File: src/design/bvrs_pkg.sv
// Shared types and constants of the bit vector rank store.
`timescale 1ns / 1ps

package bvrs_pkg;

  localparam int unsigned OpWidth   = 3;
  localparam int unsigned PosWidth  = 12;
  localparam int unsigned LenWidth  = 13;
  localparam int unsigned RankWidth = 12;
  localparam int unsigned WordBits  = 64;

  localparam logic [OpWidth-1:0] OP_SET       = 3'd0;
  localparam logic [OpWidth-1:0] OP_CLEAR     = 3'd1;
  localparam logic [OpWidth-1:0] OP_GET       = 3'd2;
  localparam logic [OpWidth-1:0] OP_RANK      = 3'd3;
  localparam logic [OpWidth-1:0] OP_IS_ZERO   = 3'd4;
  localparam logic [OpWidth-1:0] OP_CLEAR_ALL = 3'd5;

  localparam logic [LenWidth-1:0] USED_LENGTH_RESET = 13'd4096;

  typedef struct packed {
    logic [OpWidth-1:0]  operation;
    logic [PosWidth-1:0] position;
  } req_t;

  typedef struct packed {
    logic                 bit_value;
    logic [RankWidth-1:0] rank_count;
    logic                 all_zero;
    logic                 position_error;
  } rsp_t;

  typedef struct packed {
    logic cap;
    logic rd_en;
    logic wr_en;
    logic wr_zero;
    logic cnt_clr;
    logic cnt_word;
    logic cnt_inc;
    logic scan_ld;
    logic acc_en;
    logic res_load;
  } cmd_t;

  typedef struct packed {
    logic pos_err;
    logic op_single;
    logic op_write;
    logic op_rank;
    logic op_is_zero;
    logic op_clear_all;
    logic len_zero;
    logic scan_last;
    logic sweep_last;
  } status_t;

endpackage

File: src/design/bvrs_datapath.sv
// Datapath of the bit vector rank store: word memory, scan counter, popcount and result.
`timescale 1ns / 1ps

module bvrs_datapath import bvrs_pkg::*; #(
  parameter int unsigned STORE_BITS = 4096
) (
  input  logic                clk_i,
  input  logic                rst_ni,
  input  logic                cfg_we_i,
  input  logic [LenWidth-1:0] cfg_wdata_i,
  input  req_t                req_i,
  input  cmd_t                cmd_i,
  output status_t             status_o,
  output logic                done_o,
  output rsp_t                rsp_o
);

  localparam int unsigned WordCount = (STORE_BITS + WordBits - 1) / WordBits;
  localparam int unsigned AW = (WordCount > 1) ? $clog2(WordCount) : 1;
  localparam int unsigned LenBits = $clog2(STORE_BITS + 1);
  localparam int unsigned LW = (LenBits > LenWidth) ? LenBits : LenWidth;

  function automatic logic [6:0] popcount64(input logic [WordBits-1:0] w);
    logic [6:0] n;
    n = '0;
    for (int i = 0; i < WordBits; i++) begin
      n = n + 7'(w[i]);
    end
    return n;
  endfunction

  function automatic logic [WordBits-1:0] low_mask(input logic [5:0] nbits);
    return (64'(1) << nbits) - 64'(1);
  endfunction

  logic [WordBits-1:0] mem [WordCount];

  logic [LenWidth-1:0]  used_length_q;
  req_t                 req_q;
  logic [AW-1:0]        cnt_q, cnt_d;
  logic [AW-1:0]        last_q, last_d;
  logic [WordBits-1:0]  mask_q, mask_d;
  logic [WordBits-1:0]  rdata_q;
  logic                 rvalid_q, rlast_q;
  logic [RankWidth-1:0] acc_cnt_q, acc_cnt_d;
  logic                 acc_nz_q, acc_nz_d;
  logic                 done_q;
  rsp_t                 rsp_q, rsp_d;

  logic [LW-1:0]       pos_ext, used_ext, eff_len;
  logic [LW-7:0]       full_words;
  logic [5:0]          rest_bits, bit_idx;
  logic [AW-1:0]       pos_word;
  logic                pos_err;
  logic [WordBits-1:0] word_masked, wdata;

  assign pos_ext    = LW'(req_q.position);
  assign used_ext   = LW'(used_length_q);
  assign eff_len    = (used_ext > LW'(STORE_BITS)) ? LW'(STORE_BITS) : used_ext;
  assign full_words = eff_len[LW-1:6];
  assign rest_bits  = eff_len[5:0];
  assign bit_idx    = req_q.position[5:0];
  assign pos_word   = AW'(req_q.position >> 6);
  assign pos_err    = (req_q.operation <= OP_RANK) && (pos_ext >= eff_len);

  assign status_o.pos_err      = pos_err;
  assign status_o.op_single    = (req_q.operation == OP_SET) || (req_q.operation == OP_CLEAR) ||
                                 (req_q.operation == OP_GET);
  assign status_o.op_write     = (req_q.operation == OP_SET) || (req_q.operation == OP_CLEAR);
  assign status_o.op_rank      = (req_q.operation == OP_RANK);
  assign status_o.op_is_zero   = (req_q.operation == OP_IS_ZERO);
  assign status_o.op_clear_all = (req_q.operation == OP_CLEAR_ALL);
  assign status_o.len_zero     = (eff_len == '0);
  assign status_o.scan_last    = (cnt_q == last_q);
  assign status_o.sweep_last   = (cnt_q == AW'(WordCount - 1));

  always_comb begin
    priority if (cmd_i.cnt_clr) begin
      cnt_d = '0;
    end else if (cmd_i.cnt_word) begin
      cnt_d = pos_word;
    end else if (cmd_i.cnt_inc) begin
      cnt_d = cnt_q + 1'b1;
    end else begin
      cnt_d = cnt_q;
    end
  end

  always_comb begin
    priority if (req_q.operation == OP_RANK) begin
      last_d = pos_word;
      mask_d = low_mask(bit_idx);
    end else if (rest_bits != '0) begin
      last_d = AW'(full_words);
      mask_d = low_mask(rest_bits);
    end else begin
      last_d = AW'(full_words - 1'b1);
      mask_d = '1;
    end
  end

  assign word_masked = rlast_q ? (rdata_q & mask_q) : rdata_q;

  always_comb begin
    acc_cnt_d = acc_cnt_q;
    acc_nz_d  = acc_nz_q;
    priority if (cmd_i.scan_ld) begin
      acc_cnt_d = '0;
      acc_nz_d  = 1'b0;
    end else if (cmd_i.acc_en && rvalid_q) begin
      acc_cnt_d = acc_cnt_q + RankWidth'(popcount64(word_masked));
      acc_nz_d  = acc_nz_q | (|word_masked);
    end
  end

  always_comb begin
    if (cmd_i.wr_zero) begin
      wdata = '0;
    end else if (req_q.operation == OP_SET) begin
      wdata = rdata_q | (64'(1) << bit_idx);
    end else begin
      wdata = rdata_q & ~(64'(1) << bit_idx);
    end
  end

  always_comb begin
    rsp_d = '0;
    if (pos_err) begin
      rsp_d.position_error = 1'b1;
    end else if (req_q.operation == OP_GET) begin
      rsp_d.bit_value = rdata_q[bit_idx];
    end else if (req_q.operation == OP_RANK) begin
      rsp_d.rank_count = acc_cnt_q;
    end else if (req_q.operation == OP_IS_ZERO) begin
      rsp_d.all_zero = ~acc_nz_q;
    end
  end

  always_ff @(posedge clk_i or negedge rst_ni) begin
    if (!rst_ni) begin
      used_length_q <= USED_LENGTH_RESET;
      cnt_q         <= '0;
      rvalid_q      <= 1'b0;
      rlast_q       <= 1'b0;
      done_q        <= 1'b0;
    end else begin
      if (cfg_we_i) begin
        used_length_q <= cfg_wdata_i;
      end
      cnt_q    <= cnt_d;
      rvalid_q <= cmd_i.rd_en;
      rlast_q  <= cmd_i.rd_en && (cnt_q == last_q);
      done_q   <= cmd_i.res_load;
    end
  end

  always_ff @(posedge clk_i) begin
    if (cmd_i.cap) begin
      req_q <= req_i;
    end
    if (cmd_i.scan_ld) begin
      last_q <= last_d;
      mask_q <= mask_d;
    end
    acc_cnt_q <= acc_cnt_d;
    acc_nz_q  <= acc_nz_d;
    if (cmd_i.res_load) begin
      rsp_q <= rsp_d;
    end
  end

  always_ff @(posedge clk_i) begin
    if (cmd_i.wr_en) begin
      mem[cnt_q] <= wdata;
    end
    if (cmd_i.rd_en) begin
      rdata_q <= mem[cnt_q];
    end
  end

  assign done_o = done_q;
  assign rsp_o  = rsp_q;

endmodule

File: src/design/bvrs_controller.sv
// Controller state machine of the bit vector rank store.
`timescale 1ns / 1ps

module bvrs_controller import bvrs_pkg::*; (
  input  logic    clk_i,
  input  logic    rst_ni,
  input  logic    start_i,
  input  status_t status_i,
  output logic    busy_o,
  output cmd_t    cmd_o
);

  localparam logic [2:0] ST_IDLE     = 3'd0;
  localparam logic [2:0] ST_DISPATCH = 3'd1;
  localparam logic [2:0] ST_READ     = 3'd2;
  localparam logic [2:0] ST_MODIFY   = 3'd3;
  localparam logic [2:0] ST_SCAN     = 3'd4;
  localparam logic [2:0] ST_DRAIN    = 3'd5;
  localparam logic [2:0] ST_FINISH   = 3'd6;
  localparam logic [2:0] ST_SWEEP    = 3'd7;

  logic [2:0] state_q, state_d;
  logic       reply_q, reply_d;

  assign busy_o = (state_q != ST_IDLE);

  always_comb begin
    state_d = state_q;
    reply_d = reply_q;
    cmd_o   = '0;
    unique case (state_q)
      ST_IDLE: begin
        if (start_i) begin
          cmd_o.cap = 1'b1;
          state_d   = ST_DISPATCH;
        end
      end
      ST_DISPATCH: begin
        priority if (status_i.pos_err) begin
          cmd_o.res_load = 1'b1;
          state_d        = ST_IDLE;
        end else if (status_i.op_single) begin
          cmd_o.cnt_word = 1'b1;
          state_d        = ST_READ;
        end else if (status_i.op_rank) begin
          cmd_o.cnt_clr = 1'b1;
          cmd_o.scan_ld = 1'b1;
          state_d       = ST_SCAN;
        end else if (status_i.op_is_zero) begin
          cmd_o.cnt_clr = 1'b1;
          cmd_o.scan_ld = 1'b1;
          state_d       = status_i.len_zero ? ST_FINISH : ST_SCAN;
        end else if (status_i.op_clear_all) begin
          cmd_o.cnt_clr = 1'b1;
          reply_d       = 1'b1;
          state_d       = ST_SWEEP;
        end else begin
          cmd_o.res_load = 1'b1;
          state_d        = ST_IDLE;
        end
      end
      ST_READ: begin
        cmd_o.rd_en = 1'b1;
        state_d     = ST_MODIFY;
      end
      ST_MODIFY: begin
        cmd_o.wr_en    = status_i.op_write;
        cmd_o.res_load = 1'b1;
        state_d        = ST_IDLE;
      end
      ST_SCAN: begin
        cmd_o.rd_en  = 1'b1;
        cmd_o.acc_en = 1'b1;
        if (status_i.scan_last) begin
          state_d = ST_DRAIN;
        end else begin
          cmd_o.cnt_inc = 1'b1;
        end
      end
      ST_DRAIN: begin
        cmd_o.acc_en = 1'b1;
        state_d      = ST_FINISH;
      end
      ST_FINISH: begin
        cmd_o.res_load = 1'b1;
        state_d        = ST_IDLE;
      end
      ST_SWEEP: begin
        cmd_o.wr_en   = 1'b1;
        cmd_o.wr_zero = 1'b1;
        cmd_o.cnt_inc = 1'b1;
        if (status_i.sweep_last) begin
          cmd_o.res_load = reply_q;
          reply_d        = 1'b0;
          state_d        = ST_IDLE;
        end
      end
      default: begin
        state_d = ST_IDLE;
      end
    endcase
  end

  always_ff @(posedge clk_i or negedge rst_ni) begin
    if (!rst_ni) begin
      state_q <= ST_SWEEP;
      reply_q <= 1'b0;
    end else begin
      state_q <= state_d;
      reply_q <= reply_d;
    end
  end

endmodule

File: src/design/bit_vector_rank_store_unit.sv
// Top level of the bit vector rank store: controller and datapath.
//
// A request (operation, position) is taken at a rising edge with start_i high
// and busy_o low. Exactly one response follows, shown on rsp_o for a single
// cycle while done_o is high; the receiver cannot stall it, so it must take
// the response in that cycle. busy_o drops in the cycle done_o rises, so the
// next request can be taken while the response is shown.
// Set, clear and get first read the word of the position; set and clear
// write it back. Position errors and unused codes are answered at
// dispatch. Rank at p scans the words up to the word of p; is_zero scans
// the used words (none at zero length); clear_all zeroes every word.
// Rank and is_zero read one 64-bit word per cycle through the single memory
// port and popcount it.
// After reset a clearing pass writes zero to every word, one word per cycle;
// busy_o is high during it.
// cfg_we_i writes used_length at any edge; write it only while idle.
`timescale 1ns / 1ps

module bit_vector_rank_store_unit import bvrs_pkg::*; #(
  parameter int unsigned STORE_BITS = 4096
) (
  input  logic                clk_i,
  input  logic                rst_ni,
  input  logic                start_i,
  output logic                busy_o,
  input  req_t                req_i,
  output logic                done_o,
  output rsp_t                rsp_o,
  input  logic                cfg_we_i,
  input  logic [LenWidth-1:0] cfg_wdata_i
);

  cmd_t    cmd;
  status_t status;

  bvrs_controller u_controller (
    .clk_i    (clk_i),
    .rst_ni   (rst_ni),
    .start_i  (start_i),
    .status_i (status),
    .busy_o   (busy_o),
    .cmd_o    (cmd)
  );

  bvrs_datapath #(
    .STORE_BITS (STORE_BITS)
  ) u_datapath (
    .clk_i       (clk_i),
    .rst_ni      (rst_ni),
    .cfg_we_i    (cfg_we_i),
    .cfg_wdata_i (cfg_wdata_i),
    .req_i       (req_i),
    .cmd_i       (cmd),
    .status_o    (status),
    .done_o      (done_o),
    .rsp_o       (rsp_o)
  );

endmodule

File: config.mk
export PLATFORM = sky130hd
export DESIGN_NAME = bit_vector_rank_store_unit
export DESIGN_NICKNAME = d
export VERILOG_FILES = /design/src/design/bvrs_pkg.sv /design/src/design/bvrs_datapath.sv /design/src/design/bvrs_controller.sv /design/src/design/bit_vector_rank_store_unit.sv
export SDC_FILE = /design/constraint.sdc
export NUM_CORES = 2
export LEC_CHECK = 0
export BUFFER_PORTS_ARGS = -buffer_cell sky130_fd_sc_hd__buf_2
export CAP_MARGIN = 15
export CELL_PAD_IN_SITES_DETAIL_PLACEMENT = 0
export CELL_PAD_IN_SITES_GLOBAL_PLACEMENT = 1
export CORE_MARGIN = 1
export CORE_UTILIZATION = 34
export CTS_CLUSTER_SIZE = 16
export DETAILED_ROUTE_END_ITERATION = 8
export PLACE_DENSITY_LB_ADDON = 0.1
export SLEW_MARGIN = 30
export SYNTH_ARGS = -nofsm -noshare
export SYNTH_HDL_FRONTEND = slang
export SYNTH_SLANG_ARGS = --single-unit
File: constraint.sdc
create_clock -name clk_i -period 8.4 [get_ports clk_i]
set_input_delay 1.26 -clock clk_i [delete_from_list [all_inputs] [get_ports clk_i]]
set_output_delay 1.26 -clock clk_i [all_outputs]
set_load 0.02 [all_outputs]
### After elaboration in Yosys (flattened, before gate mapping)

Memories as Yosys holds them, arrays and structs flattened. A register that Yosys moved wholly into a read port is not among the register bits.
Index checks and enable logic that the tools add are counted.

| operators by class | value |
|---|---|
| bitwise gates (word level) | 9 |
| equal/unequal tests | 22 |
| muxes and demuxes | 60 |
| reductions and logical operators | 21 |
| order comparisons | 4 |
| shift operators | 2 |
| $add $sub $neg | 68 |

Operator list:

| operator | number |
|---|---|
| $add 7x1->7 | 62 |
| $mux 64 | 5 |
| $and 64x64->64 | 2 |
| $shl 1x6->64 const A | 2 |
| $sub 64x2->64 const B | 2 |
| $not 64->64 | 1 |
| $or 64x64->64 | 1 |
| $reduce_or 64->1 | 1 |
| $mux 1 | 32 |
| $mux 6 | 5 |
| $mux 3 | 8 |
| $pmux 3 s7 | 1 |
| $eq 3x3->1 const B | 6 |
| $ne 2x2->1 const B | 8 |
| $ge 12x13->1 | 1 |
| $gt 13x13->1 const B | 1 |
| $logic_not 13->1 | 1 |
| $mux 13 | 1 |
| $add 12x7->12 | 1 |
| $eq 3x2->1 const B | 4 |
| $reduce_or 2->1 | 4 |
| $lt 6x7->1 const B | 1 |
| $reduce_and 7->1 | 1 |
| $add 6x1->6 const B | 1 |
| 21 further kinds | 34 |

| word-level totals | value |
|---|---|
| output and inout port bits | 17 |
| bits in writable memories | 4096 |
| logic and storage cells | 204 |
| input port bits | 32 |
| memories kept | 1 |
| flip-flop bits (word level) | 139 |

Memories:

| memory | depth | bits a word | rd ports | clocked after memory_dff | write ports | line | RTL |
|---|---|---|---|---|---|---|---|
| u_datapath.mem | 64 | 64 | 1 | 1 | 1 | bvrs_datapath.sv:36 | `logic [WordBits-1:0] mem [WordCount];` |

### Longest topological paths before layout

| logic depth | value |
|---|---|
| depth in word-level cells | 66 |
| mapped depth | 32 |
| gate-level depth less buffers | 30 |

### Cells and area by module

Synthesis repeated with hierarchy kept, for this count alone.

| second synthesis, totals | value |
|---|---|
| cell total of the unflattened synthesis | 9835 |
| area, all modules | 169548.9 sq um |

Modules (own cells, without submodules):

| module | times used | seq. area each (sq um) | cells an instance | area each (sq um) |
|---|---|---|---|---|
| bvrs_datapath | 1 | 128734.7 | 9785 | 169159.7 |
| bvrs_controller | 1 | 103.8 | 50 | 389.1 |

### Least setup slack after synthesis

No wires, ideal clock.

| timing | value |
|---|---|
| path type | register to register |
| start | reg u_datapath.rlast_q |
| end | reg u_datapath.acc_cnt_q[6] |
| cell stages (with the launch flop) | 31 |
| data arrival time | 7.312 ns |
| buffers on the path | 2 |
| path slack | 0.826 ns |
| data required time | 8.139 ns |
| clock period less this slack | 7.574 ns |
| setup time | 0.261 ns |
| cells stage by stage | dfrtp_1 > inv_1 > clkbuf_1 > buf_1 > o21ai_0 > inv_1 > ha_1 > inv_1 > fa_1 > fa_1 > inv_1 > fa_1 > fa_1 > fa_1 > fa_1 > fa_1 > fa_1 > fa_1 > inv_1 > fa_1 > inv_1 > a21oi_1 > o21bai_1 > xor2_1 > ha_1 > o21a_1 > a21oi_1 > o21bai_1 > or2_2 > nand3_1 > a21oi_1 |

| between the ends | value |
|---|---|
| cells in the longest elaborated chain, start to end | 65 |

Ends and longest elaborated chain:

| what | line | RTL |
|---|---|---|
| start: declaration | bvrs_datapath.sv:44 | `logic rvalid_q, rlast_q;` |
| start signal: assignment | bvrs_datapath.sv:152 | `rlast_q <= cmd_i.rd_en && (cnt_q == last_q);` |
| $mux 64 (*) | bvrs_datapath.sv:102 | `assign word_masked = rlast_q ? (rdata_q & mask_q) : rdata_q;` |
| $add 1x1->2 | bvrs_datapath.sv:27 | `n = n + 7'(w[i]);` |
| $add 7x1->7 (61 in a row) | bvrs_datapath.sv:27 |  |
| $add 7x1->7 (*) | bvrs_datapath.sv:27 |  |
| $add 12x7->12 (*) | bvrs_datapath.sv:111 | `acc_cnt_d = acc_cnt_q + RankWidth'(popcount64(word_masked));` |
| end signal: assignment | bvrs_datapath.sv:165 | `acc_cnt_q <= acc_cnt_d;` |
| end: declaration | bvrs_datapath.sv:45 | `logic [RankWidth-1:0] acc_cnt_q, acc_cnt_d;` |

Mark *: on every way between the ends. The rest lies on a longest branch, timed or not.
A chain may end at the register's enable or synchronous reset.

### Worst setup path after layout

| timing | value |
|---|---|
| start | reg u_datapath.rlast_q |
| end | reg u_datapath.acc_cnt_q[9] |

The elaborated chain is that of the path after synthesis.

==> metrics <==
top post-synthesis cells by area edfxtp_1 75%, mux2i_1 2.8%, mux4_2 2.6%; Slew HR 20.06%; most frequent cells after synthesis 4,260 x edfxtp_1, 487 x a22oi_1, 482 x mux2i_1; Post-CTS Setup Bufs 0; final hold slack ~320 ps; area share of the largest cell type after synthesis 74.84%; Final nets approximately 10,000; Netlist cell types 97; full die area 0.5056 sq mm; unrepaired setup endpoints after global routing no; largest net degree at the start of global routing 86; ratio of cells with drive above 1 in the final layout approximately a fifth; via count between 100k and 150k; P_leak between 60 and 70 nW; maxcap violations 0; CP Capture Type flip-flop; top-count cell post-synth edfxtp_1; Slew Limit Fails 0; post-place setup slack roughly 130 ps; Synth Flop Type edfxtp_1; Worst Clk Skew ~100 ps; syn_area_per_cell 17.18 sq um; initial antenna violation count 110; worst-skew pair later-pin latency ~1100 ps; Critical Path RT just over 9000 ps; Post-synth EDFFs 4,260; Detailed Route Iter0 Violations between 15,000 and 20,000; Core Rows 260; Tot GR Track Use around 31%; Die Wd between 700 and 800 microns; Die Y approximately 710 microns; Post-Syn Instances around 10,000; Post-CTS Hold Buffers 0; minimum clock period about 8000 ps; Pwr Total ~98 mW; Layout area overhead 16.01%; setup_tns 0 ps; Non-Filler Instances 17,480; mapped cell area approximately 0.17 sq mm; CP arrival 8980 ps; Worst R2R Start u_datapath.rlast_q$_DFF_PN0_; WL final ~800,000 microns; DR WL/cell around 46 microns; sequential share of the synthesized area ~75%; Inst Count DP between 15,000 and 20,000; Crit-path slowest cell fa_1; Initial Utilization between 30% and 40%; CTS Sinks about 4,300; first-pass GRT wire length just over 1,000,000 microns; # IOs around 50; R2R depth 29; 1st-pass router iterations 8; Crit Reg-Reg Endpoint u_datapath.acc_cnt_q[9]$_SDFFE_PP0P_; drt drc 0; gp weighted congestion roughly 0.86; Avg Vias per Cell ~6.2; vias in the first global route about 100k; fmax about 120 MHz; post-place instance area roughly 0.18 sq mm; clock tree from TritonCTS done; syn_nets 10,080; total CTS buffers 471; H-tree depth 5; remaining global-route overflow 0; Max IR drop VDD 2.537 mV; dpl hpwl roughly 450,000 microns; Clock Path Buffers 4; clock-pin transition on the worst setup and hold timing paths roughly 60 ps; CORE AREA around 0.5 sq mm; crit path kind flip-flop to flip-flop; maximum fanout along the worst path 18; Warnings, synthesis 0; final setup violation count 0; Startpoint Class flip-flop; post-route cell area between 0.15 and 0.2 sq mm; most frequent CP cell fa_1; outcome complete, no violations; area leader, netlist edfxtp_1; antenna viol nets, final 0; fin crit share a little over nine tenths; Slew @ Worst Pin about 1200 ps; Worst Setup Slack, final roughly 370 ps; root buf cell clkbuf_16; pwr/cell area 495.0 mW/mm^2; Util after Layout a little under 40%; Synth Register Bits between 4,000 and 5,000; worst hold path class input port to asynchronous set/reset pin; IO Port Bufs between 40 and 50; final hold violations 0; FF-to-FF setup slack approximately 370 ps; ys async rst share 0.6048%; worst stage delay on the critical path just under 600 ps
cell families (layout without fill, tap and decap cells):
group	after synthesis	after routing	share of synthesized area [%]
XOR/XNOR	42	42	0.2152
multiplexers	980	980	7.430
AND/OR/NAND/NOR	1258	1258	3.443
flip-flops	4299	4299	75.37
other	0	38	0
buffers and inverters	774	1586	2.271
adder cells (fa/ha/maj)	97	97	0.9516
AO/OA/AOI/OAI	2502	2502	10.32
timing repair:
item                                    in CTS  in global routing
resized for setup                            0                  7
hold endpoints to repair                     0                  0
endpoints found under the setup margin       0                  6
registers in the layout (all words and copies together) (netlist names):
| signal | cells |
|---|---|
| u_datapath.mem | 4096 |
| u_datapath.mask_q | 64 |
| u_datapath.used_ext | 13 |
| u_datapath.cnt_q | 6 |
| u_datapath.rvalid_q | 1 |
| u_datapath.done_o | 1 |
| u_datapath.rlast_q | 1 |
| u_datapath.bit_idx | 6 |
| u_datapath.req_q | 3 |
| u_datapath.rsp_o | 15 |
| u_datapath.acc_cnt_q | 12 |
| u_datapath.last_q | 6 |
| u_controller.reply_q | 1 |
| u_datapath.pos_ext | 6 |
| u_controller.state_q | 3 |
| u_datapath.rdata_q | 64 |
| u_datapath.acc_nz_q | 1 |
layout make-up:
type / count / area [sq um]
sequential: 4299 / 128900
antenna: 38 / 95.09
clock buffer: 585 / 12340
fill: 45610 / 302700
inverter: 77 / 311.5
timing repair buffer: 627 / 5914
clock inverter: 297 / 2774
tap: 6681 / 8359
multi-input combinational: 4879 / 39660
layout by cell type (no fill, tap or decap), types with 66 or more instances in the layout:
master,count
a31oi_1,69
a22oi_1,487
a21oi_1,375
nor2_4,83
nor2_1,326
mux2i_1,482
clkinv_2,91
clkbuf_16,477
a221o_1,66
o21ai_0,392
nand2_1,348
edfxtp_1,4260
clkbuf_1,108
nand3_1,122
buf_12,69
inv_1,70
a221oi_1,431
mux4_2,201
a22o_1,93
mux2_2,296
nor3_1,69
buf_4,475
o22ai_1,171
clkinv_1,130
worst max-delay path, delay by kind of cell (launching register included):
family / cells / cell delay [ps]
AND/OR/NAND/NOR: 2 / 450
AO/OA/AOI/OAI: 8 / 1330
adder cells (fa/ha/maj): 10 / 4580
flip-flops: 1 / 370
buffers and inverters: 8 / 1170
XOR/XNOR: 1 / 90
how the worst max path moves through the flow:
stage	start	cells after the start	endpoint
finish	u_datapath.rlast_q$_DFF_PN0_	29	u_datapath.acc_cnt_q[9]$_SDFFE_PP0P_
global route	u_datapath.rlast_q$_DFF_PN0_	30	u_datapath.acc_cnt_q[9]$_SDFFE_PP0P_
CTS	u_datapath.rlast_q$_DFF_PN0_	29	u_datapath.acc_cnt_q[9]$_SDFFE_PP0P_
detailed placement	u_datapath.rlast_q$_DFF_PN0_	29	u_datapath.acc_cnt_q[9]$_SDFFE_PP0P_
global placement	u_datapath.rlast_q$_DFF_PN0_	29	u_datapath.acc_cnt_q[11]$_SDFFE_PP0P_
floorplan	u_datapath.rlast_q$_DFF_PN0_	30	u_datapath.acc_cnt_q[6]$_SDFFE_PP0P_
report_power, final:
| group | switching, mW | internal, mW | leakage, nW |
|---|---|---|---|
| clock | 9.00 | 11.7 | 7.36 |
| combinational | 31.1 | 18.0 | 16.3 |
| sequential | 0.498 | 27.9 | 38.8 |
| total | 40.6 | 57.6 | 62.5 |
per-layer routing:
| metal | part of all wire [%] | routed length, microns | track usage, % |
|---|---|---|---|
| met2 | 46 | 363600 | 48.12 |
| met1 | 42 | 333600 | 42.91 |
| met3 | 8.4 | 67100 | 5.212 |
| met4 | 4.1 | 32720 | 10.76 |
| met5 | 0.020 | 162 | 0 |
Note: power is estimated with default switching activity, not from simulation.
